==> src/rtl/mkte_pkg.sv <==
// ----------------------------------------------------------------------------
// Multi-tap keypad text entry: package
// Codes, state and result types, and the key group character tables.
// ----------------------------------------------------------------------------
package mkte_pkg;

    // Largest text the block tracks; the length counter is 8 bits wide
    localparam int MAX_TEXT = 255;
    localparam logic [7:0] TEXT_CAP = 8'((MAX_TEXT > 255) ? 255 : MAX_TEXT);

    localparam int NUM_GROUPS = 10;
    localparam logic [3:0] NO_GROUP = 4'hF;

    localparam logic [7:0]  MAX_LENGTH_RESET = 8'd255;
    localparam logic [15:0] TIMEOUT_RESET    = 16'd500;

    localparam int IN_DATA_W  = 8;
    localparam int OUT_DATA_W = 24;

    // Configuration register indexes
    localparam logic REG_MAX_LENGTH    = 1'b0;
    localparam logic REG_TIMEOUT_TICKS = 1'b1;

    typedef enum logic [1:0] {
        CMD_TAP       = 2'd0,
        CMD_HOLD      = 2'd1,
        CMD_BACKSPACE = 2'd2,
        CMD_TICK      = 2'd3
    } cmd_t;

    typedef enum logic [1:0] {
        OP_NONE    = 2'd0,
        OP_APPEND  = 2'd1,
        OP_REPLACE = 2'd2,
        OP_DELETE  = 2'd3
    } edit_op_t;

    typedef struct packed {
        logic [3:0]  current_group;
        logic [3:0]  tap_index;
        logic        tap_pending;
        logic [15:0] idle_ticks;
        logic [7:0]  length_count;
    } mkte_state_t;

    typedef struct packed {
        edit_op_t   edit_op;
        logic [6:0] char_code;
        logic [7:0] text_length;
        logic       became_empty;
        logic       rejected;
    } mkte_result_t;

    // Number of characters on a key group
    function automatic logic [3:0] group_len(input logic [3:0] grp);
        logic [3:0] n;
        case (grp)
            4'd0:    n = 4'd10;
            4'd6:    n = 4'd5;
            4'd8:    n = 4'd5;
            4'd9:    n = 4'd2;
            default: n = 4'd4;
        endcase
        return n;
    endfunction

    // Character at position idx of a key group's cycle
    function automatic logic [6:0] group_char(input logic [3:0] grp, input logic [3:0] idx);
        logic [7:0] c;
        c = 8'd0;
        case (grp)
            4'd0: begin
                case (idx)
                    4'd0:    c = ".";
                    4'd1:    c = ",";
                    4'd2:    c = "?";
                    4'd3:    c = "!";
                    4'd4:    c = "-";
                    4'd5:    c = ":";
                    4'd6:    c = "(";
                    4'd7:    c = ")";
                    4'd8:    c = "*";
                    4'd9:    c = "1";
                    default: c = 8'd0;
                endcase
            end
            4'd1: begin
                case (idx)
                    4'd0: c = "a";  4'd1: c = "b";  4'd2: c = "c";  4'd3: c = "2";
                    default: c = 8'd0;
                endcase
            end
            4'd2: begin
                case (idx)
                    4'd0: c = "d";  4'd1: c = "e";  4'd2: c = "f";  4'd3: c = "3";
                    default: c = 8'd0;
                endcase
            end
            4'd3: begin
                case (idx)
                    4'd0: c = "g";  4'd1: c = "h";  4'd2: c = "i";  4'd3: c = "4";
                    default: c = 8'd0;
                endcase
            end
            4'd4: begin
                case (idx)
                    4'd0: c = "j";  4'd1: c = "k";  4'd2: c = "l";  4'd3: c = "5";
                    default: c = 8'd0;
                endcase
            end
            4'd5: begin
                case (idx)
                    4'd0: c = "m";  4'd1: c = "n";  4'd2: c = "o";  4'd3: c = "6";
                    default: c = 8'd0;
                endcase
            end
            4'd6: begin
                case (idx)
                    4'd0: c = "p";  4'd1: c = "q";  4'd2: c = "r";  4'd3: c = "s";
                    4'd4: c = "7";
                    default: c = 8'd0;
                endcase
            end
            4'd7: begin
                case (idx)
                    4'd0: c = "t";  4'd1: c = "u";  4'd2: c = "v";  4'd3: c = "8";
                    default: c = 8'd0;
                endcase
            end
            4'd8: begin
                case (idx)
                    4'd0: c = "w";  4'd1: c = "x";  4'd2: c = "y";  4'd3: c = "z";
                    4'd4: c = "9";
                    default: c = 8'd0;
                endcase
            end
            4'd9: begin
                case (idx)
                    4'd0:    c = " ";
                    4'd1:    c = "0";
                    default: c = 8'd0;
                endcase
            end
            default: c = 8'd0;
        endcase
        return c[6:0];
    endfunction

endpackage

==> src/rtl/mkte_step.sv <==
// ----------------------------------------------------------------------------
// Multi-tap keypad text entry: update logic
// Computes the next entry state and the result for one request.
// ----------------------------------------------------------------------------
module mkte_step
    import mkte_pkg::*;
(
    input  mkte_state_t  cur,
    input  logic [1:0]   cmd,
    input  logic [3:0]   key_group,
    input  logic [7:0]   max_length,
    input  logic [15:0]  timeout_ticks,
    output mkte_state_t  nxt,
    output mkte_result_t res
);

    logic [7:0]  cap;
    logic        grp_ok;
    logic        same_grp;
    logic [3:0]  len;
    logic [3:0]  idx_inc;
    logic [3:0]  idx_wrap;
    logic [15:0] idle_inc;

    // Effective length limit and cycling index
    assign cap      = (max_length < TEXT_CAP) ? max_length : TEXT_CAP;
    assign grp_ok   = (key_group < 4'(NUM_GROUPS));
    assign same_grp = (key_group == cur.current_group);
    assign len      = group_len(key_group);
    assign idx_inc  = cur.tap_index + 4'd1;
    assign idx_wrap = (idx_inc >= len) ? 4'd0 : idx_inc;
    assign idle_inc = (cur.idle_ticks == 16'hFFFF) ? cur.idle_ticks
                                                   : cur.idle_ticks + 16'd1;

    // Decode the command and update state
    always_comb begin
        nxt              = cur;
        res.edit_op      = OP_NONE;
        res.char_code    = 7'd0;
        res.became_empty = 1'b0;
        res.rejected     = 1'b0;
        case (cmd_t'(cmd))
            CMD_TAP: begin
                if (cur.length_count >= cap) begin
                    res.rejected = 1'b1;
                end else if (grp_ok) begin
                    if (same_grp && cur.tap_pending && (cur.length_count != 8'd0)) begin
                        nxt.tap_index = idx_wrap;
                        res.edit_op   = OP_REPLACE;
                        res.char_code = group_char(key_group, idx_wrap);
                    end else begin
                        nxt.current_group = key_group;
                        nxt.tap_index     = 4'd0;
                        nxt.length_count  = cur.length_count + 8'd1;
                        res.edit_op       = OP_APPEND;
                        res.char_code     = group_char(key_group, 4'd0);
                    end
                    nxt.tap_pending = 1'b1;
                    nxt.idle_ticks  = 16'd0;
                end
            end
            CMD_HOLD: begin
                if (grp_ok && same_grp) begin
                    if (cur.length_count != 8'd0) begin
                        res.edit_op   = OP_REPLACE;
                        res.char_code = group_char(key_group, len - 4'd1);
                    end
                    nxt.tap_pending = 1'b0;
                    nxt.idle_ticks  = 16'd0;
                end
            end
            CMD_BACKSPACE: begin
                if (cur.length_count != 8'd0) begin
                    nxt.length_count = cur.length_count - 8'd1;
                    res.edit_op      = OP_DELETE;
                    res.became_empty = (cur.length_count == 8'd1);
                end
            end
            CMD_TICK: begin
                if (cur.tap_pending) begin
                    if (idle_inc >= timeout_ticks) begin
                        nxt.tap_pending = 1'b0;
                        nxt.idle_ticks  = 16'd0;
                    end else begin
                        nxt.idle_ticks = idle_inc;
                    end
                end
            end
            default: begin
                nxt = cur;
            end
        endcase
        res.text_length = nxt.length_count;
    end

endmodule

==> src/rtl/multitap_keypad_text_entry.sv <==
// ----------------------------------------------------------------------------
// Multi-tap keypad text entry: top level
// Phone keypad multi-tap editor that tracks text length and edit operations.
// ----------------------------------------------------------------------------
// Usage:
//   Requests enter on the s_ stream: a tap, hold, backspace or tick with its
//   key group. Each request gives exactly one result on the m_ stream: the
//   edit to apply to the text, the character, the new length and flags.
//   A request is registered on acceptance and the state update runs as it
//   moves into the result register. Throughput is one request per cycle
//   while the receiver takes each result; the single update path runs from
//   the input register to the result register.
//   When the receiver stalls, the result register holds and the input
//   register takes one more request; s_tready then drops until the result
//   is taken.
//   Reset empties both registers, clears the text state (no group, nothing
//   pending, length 0) and sets max_length to 255 and timeout_ticks to 500.
//   The cfg_ port writes a register while cfg_we is high; write it only while idle.
// ----------------------------------------------------------------------------
module multitap_keypad_text_entry
    import mkte_pkg::*;
(
    input  logic                  aclk,
    input  logic                  aresetn,

    input  logic                  s_tvalid,
    output logic                  s_tready,
    input  logic [IN_DATA_W-1:0]  s_tdata,   // [1:0] cmd, [5:2] key_group

    output logic                  m_tvalid,
    input  logic                  m_tready,
    // [1:0] edit_op, [8:2] char_code, [16:9] text_length,
    // [17] became_empty, [18] rejected
    output logic [OUT_DATA_W-1:0] m_tdata,

    input  logic                  cfg_we,
    input  logic                  cfg_addr,
    input  logic [15:0]           cfg_wdata
);

    logic         in_valid_reg, in_valid_next;
    logic [1:0]   in_cmd_reg;
    logic [3:0]   in_group_reg;
    mkte_state_t  state_reg, state_next;
    logic [7:0]   max_length_reg;
    logic [15:0]  timeout_ticks_reg;
    logic         out_valid_reg, out_valid_next;
    mkte_result_t out_res_reg;
    mkte_result_t step_res;
    logic         s_fire;
    logic         advance;

    // Move the held request into the result register when it is free
    assign advance  = in_valid_reg && (!out_valid_reg || m_tready);
    assign s_tready = !in_valid_reg || advance;
    assign s_fire   = s_tvalid && s_tready;

    assign in_valid_next  = s_fire || (in_valid_reg && !advance);
    assign out_valid_next = advance || (out_valid_reg && !m_tready);

    mkte_step u_step (
        .cur           (state_reg),
        .cmd           (in_cmd_reg),
        .key_group     (in_group_reg),
        .max_length    (max_length_reg),
        .timeout_ticks (timeout_ticks_reg),
        .nxt           (state_next),
        .res           (step_res)
    );

    // Control and state registers
    always_ff @(posedge aclk) begin
        if (!aresetn) begin
            in_valid_reg            <= 1'b0;
            out_valid_reg           <= 1'b0;
            state_reg.current_group <= NO_GROUP;
            state_reg.tap_index     <= 4'd0;
            state_reg.tap_pending   <= 1'b0;
            state_reg.idle_ticks    <= 16'd0;
            state_reg.length_count  <= 8'd0;
        end else begin
            in_valid_reg  <= in_valid_next;
            out_valid_reg <= out_valid_next;
            if (advance) begin
                state_reg <= state_next;
            end
        end
    end

    // Configuration registers
    always_ff @(posedge aclk) begin
        if (!aresetn) begin
            max_length_reg    <= MAX_LENGTH_RESET;
            timeout_ticks_reg <= TIMEOUT_RESET;
        end else if (cfg_we) begin
            case (cfg_addr)
                REG_MAX_LENGTH:    max_length_reg    <= cfg_wdata[7:0];
                REG_TIMEOUT_TICKS: timeout_ticks_reg <= cfg_wdata;
                default:           max_length_reg    <= max_length_reg;
            endcase
        end
    end

    // Payload registers
    always_ff @(posedge aclk) begin
        if (s_fire) begin
            in_cmd_reg   <= s_tdata[1:0];
            in_group_reg <= s_tdata[5:2];
        end
        if (advance) begin
            out_res_reg <= step_res;
        end
    end

    assign m_tvalid = out_valid_reg;
    assign m_tdata  = {5'd0,
                       out_res_reg.rejected,
                       out_res_reg.became_empty,
                       out_res_reg.text_length,
                       out_res_reg.char_code,
                       out_res_reg.edit_op};

endmodule

==> config.mk <==
export PLATFORM = sky130hd
export DESIGN_NAME = multitap_keypad_text_entry
export DESIGN_NICKNAME = d
export VERILOG_FILES = /design/src/rtl/mkte_pkg.sv /design/src/rtl/mkte_step.sv /design/src/rtl/multitap_keypad_text_entry.sv
export SDC_FILE = /design/constraint.sdc
export NUM_CORES = 1
export LEC_CHECK = 0
export BUFFER_PORTS_ARGS = -buffer_cell sky130_fd_sc_hd__buf_2
export CORE_ASPECT_RATIO = 1.5
export CORE_UTILIZATION = 55
export DETAILED_ROUTE_END_ITERATION = 12
export PLACE_DENSITY = 0.87
export RECOVER_POWER = 100
export SYNTH_ARGS = -nofsm -noshare
export SYNTH_HDL_FRONTEND = slang
export SYNTH_SLANG_ARGS = --single-unit
==> constraint.sdc <==
create_clock -name aclk -period 5 [get_ports aclk]
set_clock_uncertainty 0.15 [all_clocks]
set_input_delay 0.5 -clock aclk [delete_from_list [all_inputs] [get_ports aclk]]
set_output_delay 0.5 -clock aclk [all_outputs]
set_load 0.05 [all_outputs]
==> results of run 1 <==
kinds of logic after synthesis:
kind of cell / after synthesis / share of synthesized area
AND/OR/NAND/NOR: 327 / 0.255
AO/OA/AOI/OAI: 241 / 0.247
buffers and inverters: 98 / 0.0693
flip-flops: 84 / 0.300
adder cells (fa/ha/maj): 44 / 0.0851
XOR/XNOR: 21 / 0.0285
multiplexers: 9 / 0.0146
other: 1 / 0.000582
how the worst max path moves through the flow:
stage	startpoint	to	depth (start not counted)
3_3_place_gp	in_group_reg[0]	m_tdata[3]	14
2_1_floorplan	in_group_reg[3]	m_tdata[6]	21
6_report	state_reg[25]	m_tdata[3]	14
5_1_grt	in_group_reg[0]	m_tdata[3]	14
4_1_cts	in_group_reg[0]	m_tdata[3]	14
3_5_place_dp	in_group_reg[0]	m_tdata[3]	14
stage by stage:
step	area [sq um]	cells	total power, uW
final	6940	1004	1700
after detailed placement	6730	988	1030
after global placement	6730	988	1020
after CTS	7030	1004	1700
after global routing	6940	1004	1760
after floorplan	6460	829	963
power by group through the flow:
stage	Clock [uW]	Sequential, uW	Combinational (uW)
after global placement	0	761	262
after global routing	715	750	293
final	683	748	265
after floorplan	0	779	184
after detailed placement	0	762	266
after CTS	688	747	269
worst max-delay path, delay by kind of cell (launching register included):
family          cells  cell delay (ns)
compound gates      4             0.79
xor+xnor            1             0.38
fa+ha+maj           3             1.01
buf+inv             1             0.09
flops               1             0.57
simple gates        5             1.36
metal layers:
layer | up-vias | wire length, um | part of all wire
met4 | 0 | 996 | 0.057
met3 | 83 | 933 | 0.054
met5 | - | 0 | 0
met2 | 259 | 9210 | 0.53
met1 | 2886 | 6290 | 0.36
li1 | 3021 | - | -
cell type report:
class,instances,area [sq um],area share
multi-input cells,647,4030,0.580
flip-flops and latches,84,1930,0.278
repair buffers,67,342,0.0492
clock buffers,10,250,0.0360
well taps,150,188,0.0270
inverters,40,150,0.0216
clock inverters,6,51.3,0.00739
cell usage in the layout (no fill, tap or decap), types with 25 or more instances in the layout:
| master | instances |
|---|---|
| nand2_1 | 104 |
| nor2_1 | 72 |
| o21ai_0 | 60 |
| dfxtp_1 | 59 |
| a21oi_1 | 50 |
| ha_1 | 43 |
| inv_1 | 38 |
| buf_2 | 27 |
| edfxtp_1 | 25 |
| clkbuf_1 | 25 |
==> results.json, run 1 <==
{
  "num-nets-final": 922,
  "grt_setup_unrepaired": "false",
  "die_x_um": 90.4,
  "clock_latency_ns": 0.36,
  "cap_violations": 2,
  "cpMostUsedCell": "ha_1",
  "hp-class": "input pin to register",
  "wire_per_inst_um": 17.4,
  "drc": 0,
  "yosys-top-cells-count": "nand2_1 (103), nor2_1 (72), o21ai_0 (60)",
  "vias": 6249,
  "p_sw_uw": 507,
  "met3_usage": 0.0462,
  "syn_to_final_growth_pct": 7.77,
  "synthFlopType": "dfxtp_1",
  "p_leak_uw": 0.00281,
  "hold_viol": 0,
  "met1_usage": 0.304,
  "p_per_area_mw_per_mm2": 244,
  "crit_path_max_fanout": 12,
  "worst_r2r_path_depth": 14,
  "final_max_slew_viol_count": 95,
  "hold_depth": 1,
  "setup_viol": 0,
  "cts-root-buf": "clkbuf_16",
  "met2_usage": 0.558,
  "dr.first_iter.drc_count": 556,
  "synth_top_area_share": 0.183,
  "crit_path_end_kind": "register",
  "drt-pass1-iter-count": 5,
  "hold_path_startpoint": "s_tdata[1]",
  "routed_wl_um": 17400,
  "startpoint_type": "register",
  "timing.final.ws_setup_ns": 0.363,
  "finalCritPeriodShare": 0.927,
  "slew_headroom": -0.740,
  "netlist_area_sq_mm": 0.00644,
  "ctsHtreeMaxLevel": 3,
  "syn_area_per_cell_sq_um": 7.81,
  "p_seq_frac": 0.441,
  "ys_types": 80,
  "setup_tns_ns": 0,
  "whs_endpoint": "in_cmd_reg[1]",
  "timing.fmax_mhz": 216,
  "cts_resized": 0,
  "busiest_layer": "met2",
  "required_ns": 4.93,
  "hpwl_um": 12600,
  "crit_path_max_incr_delay_ns": 0.57,
  "antenna_cells": 0,
  "worst_slew_pin_slew_ns": 2.61,
  "clkPwrFrac": 0.403,
  "p_sw_frac": 0.299,
  "hold_buffers": 0,
  "cts_tree": "done",
  "fin_hold_ws_ns": 0.165,
  "synth-seq-cells": 84,
  "cts.sinks": 84,
  "r2r_setup_slack_ns": 0.36,
  "final_util": 0.605,
  "violations": "max-capacitance violations, max-slew violations",
  "reg2reg_from": "state_reg[25]",
  "antenna_found_initial": 0,
  "grt_use_total": 0.298,
  "yosys-top-cells-area": "dfxtp_1 (18%), edfxtp_1 (12%), ha_1 (8.4%)",
  "path_cells": "ha_1 -> xor2_1 -> ha_1 -> o21a_1 -> nor2_1 -> or2_2 -> nand2_1 -> inv_1 -> ha_1 -> nor2_1 -> a2111oi_0 -> or4_1 -> a211oi_1 -> o32ai_1",
  "yosys.area.top_type": "dfxtp_1",
  "cts_buffers": 9,
  "post_cts_buffers": 0,
  "synthArstFlopShare": 0,
  "yosysSeqAreaShare": 0.300,
  "port-buffer-count": 48,
  "place_ws_ns": 0.239,
  "vdd_drop_max_mv": 0.226,
  "die_area_sq_mm": 0.0122,
  "ys.warnings.count": 0,
  "die_h_um": 135,
  "min_period_ns": 4.64,
  "p_int_uw": 1190,
  "n_fill_cell": 1041,
  "antenna_left": 0,
  "r2r-end": "m_tdata[3]",
  "yosysMostFrequentCell": "nand2_1",
  "status": "finished with violations",
  "cp_slowest_cell": "dfxtp_1",
  "placementRows": 48,
  "viasPerCell": 6.22,
  "place_congestion": 1.03,
  "crit_arrival_ns": 4.56,
  "initial_core_util": 0.562,
  "grt-ovfl-total": 0,
  "grt_pass1_wl_um": 28900,
  "grt_max_degree": 67,
  "largest_reg_flops": 33,
  "path_clk_slew_ns": 0.07,
  "max-clock-path-buffers": 2,
  "path_class": "register to register",
  "core_sq_mm": 0.0115,
  "io_pins": 56,
  "comb_power_share": 0.157,
  "drive_gt1_frac": 0.0878,
  "synth_cells": 825,
  "synth-edff-count": 25,
  "grt_pass1_vias": 5983
}
(Power assumes the default switching activity.)
==> run 2, diff against run 1 <==
Settings changed: CORE_UTILIZATION 55 to 60, PLACE_DENSITY 0.87 to 0.9.
Clock period 5 ns to 5.1 ns, I/O delays scaled along.
==> run 2 against run 1 <==
  * The run still ends with max-capacitance violations, max-slew violations left
  * Final area is 0.40% lower
  * Critical path depth increased by 1
  * Register-to-register slack better by 0.19 ns
  * Largest power group is now clock
  * Non-clock buffer count decreased by 7
  * First-iteration DRC count grew 24%
  * Power up 2.0%
  * Critical endpoint is now m_tdata[4]
==> results.json, run 2 (synthesized netlist as in run 1, its figures left out) <==
{
  "status": "finished with violations",
  "violations": "max-capacitance violations, max-slew violations",
  "final_common_cell": "nand2_1",
  "initial_core_util": 0.612,
  "grt_pass1_vias": 5787,
  "final_cell_mix": "nand2_1 (104), nor2_1 (72), o21ai_0 (60)",
  "syn_to_final_growth_pct": 7.34,
  "max-clock-path-buffers": 2,
  "vias": 6316,
  "drive_gt1_frac": 0.0791,
  "core_sq_mm": 0.0105,
  "p_sw_uw": 477,
  "worst_slew_pin_slew_ns": 2.63,
  "routed_wl_um": 16800,
  "dr.first_iter.drc_count": 691,
  "cts_buffers": 9,
  "ctsHtreeMaxLevel": 3,
  "grt_max_degree": 67,
  "crit_path_end_kind": "register",
  "wire_per_inst_um": 16.9,
  "min_period_ns": 4.55,
  "vdd_drop_max_mv": 0.185,
  "slew_headroom": -0.755,
  "crit_arrival_ns": 4.49,
  "die_h_um": 129,
  "crit_path_max_fanout": 11,
  "grt_setup_unrepaired": "false",
  "required_ns": 5.04,
  "antenna_found_initial": 0,
  "antenna_left": 0,
  "cap_violations": 1,
  "p_seq_frac": 0.423,
  "p_leak_uw": 0.00278,
  "timing.fmax_mhz": 220,
  "grt_use_total": 0.306,
  "setup_viol": 0,
  "cts_tree": "done",
  "placementRows": 46,
  "clkPwrFrac": 0.429,
  "largest_reg_flops": 33,
  "hp-class": "input pin to register",
  "startpoint_type": "register",
  "cp_slowest_cell": "edfxtp_1",
  "final_max_slew_viol_count": 67,
  "hpwl_um": 11600,
  "num-nets-final": 915,
  "grt-ovfl-total": 0,
  "dpl_cell_area_sq_mm": 0.00667,
  "clock_latency_ns": 0.35,
  "cp_top_family": "simple AND/OR/NAND/NOR gates",
  "port-buffer-count": 48,
  "final_util": 0.657,
  "die_area_sq_mm": 0.0112,
  "place_congestion": 0.995,
  "path_clk_slew_ns": 0.06,
  "finalCritPeriodShare": 0.891,
  "total_power_uw": 1730,
  "drc": 0,
  "cts-root-buf": "clkbuf_16",
  "crit_path_max_incr_delay_ns": 0.53,
  "io_pins": 56,
  "p_sw_frac": 0.275,
  "p_per_area_mw_per_mm2": 250,
  "drt-pass1-iter-count": 6,
  "die_x_um": 86.6,
  "path_class": "register to register",
  "hold_viol": 0,
  "antenna_cells": 0,
  "setup_tns_ns": 0,
  "final_cell_area_sq_mm": 0.00692,
  "cts.sinks": 84,
  "viasPerCell": 6.37,
  "r2r_setup_slack_ns": 0.55,
  "p_int_uw": 1250,
  "path_cells": "nor2b_1 -> a22oi_1 -> nor2_1 -> ha_1 -> nand2b_1 -> a2111oi_1 -> or2_2 -> nand2_1 -> ha_1 -> nor3_1 -> nor3_1 -> a211oi_1 -> o22ai_1 -> a221oi_1 -> o22ai_1",
  "comb_power_share": 0.148,
  "post_cts_buffers": 0,
  "cp_num_buf_inv": 0,
  "grt_pass1_wl_um": 26900
}
run 2: area by class of cell:
type                    instances  area (sq um)
clock buffers                  11           254
clock inverters                 5          80.1
fillers                       878          3620
inverters                      40           150
multi-input cells             647          4030
flip-flops and latches         84          1930
well taps                     144           180
repair buffers                 60           292
run 2: metal layers:
metal,track usage,vias up,wire [um]
met5,0,-,0
li1,-,3004,-
met2,0.554,320,8600
met1,0.328,2904,6290
met3,0.0411,88,954
met4,0.198,0,921
run 2: metrics by stage:
step	std cells	setup slack (ns)	hold slack, ns
after floorplan	829	0.385	0.293
after global placement	975	0.558	0.305
after detailed placement	975	0.524	0.311
after CTS	991	0.450	0.172
after global routing	991	0.156	0.179
final	991	0.555	0.183
run 2: power groups by stage:
stage          combinational, uW  sequential, uW  clock, uW
2_1_floorplan                180             764          0
3_3_place_gp                 252             744          0
3_5_place_dp                 256             746          0
4_1_cts                      259             731        746
5_1_grt                      279             735        769
6_report                     256             732        742
run 2: path summary, 6_finish.rpt:
check                                      startpoint                     to  cells after the start
worst max register to register        in_group_reg[3]             m_tdata[4]                     15
worst min-delay path                       s_tdata[1]          in_cmd_reg[1]                      1
worst min register to register  timeout_ticks_reg[13]  timeout_ticks_reg[13]                      2
worst max-delay path                  in_group_reg[3]             m_tdata[4]                     15
run 2: what timing repair did:
item                                   4_1_cts  5_1_grt
hold buffers                                 0        0
setup endpoints to repair                    0        2
endpoints found under the hold margin        0        0
resized for setup                            0        2
run 2: worst reg2reg max path: cells and delay by family (launching register included):
| kind | cells | cell delay (ns) |
|---|---|---|
| and+or+nand+nor | 7 | 1.60 |
| AOI/OAI and AO/OA | 6 | 1.46 |
| DFF | 1 | 0.53 |
| adders and majority gates | 2 | 0.55 |
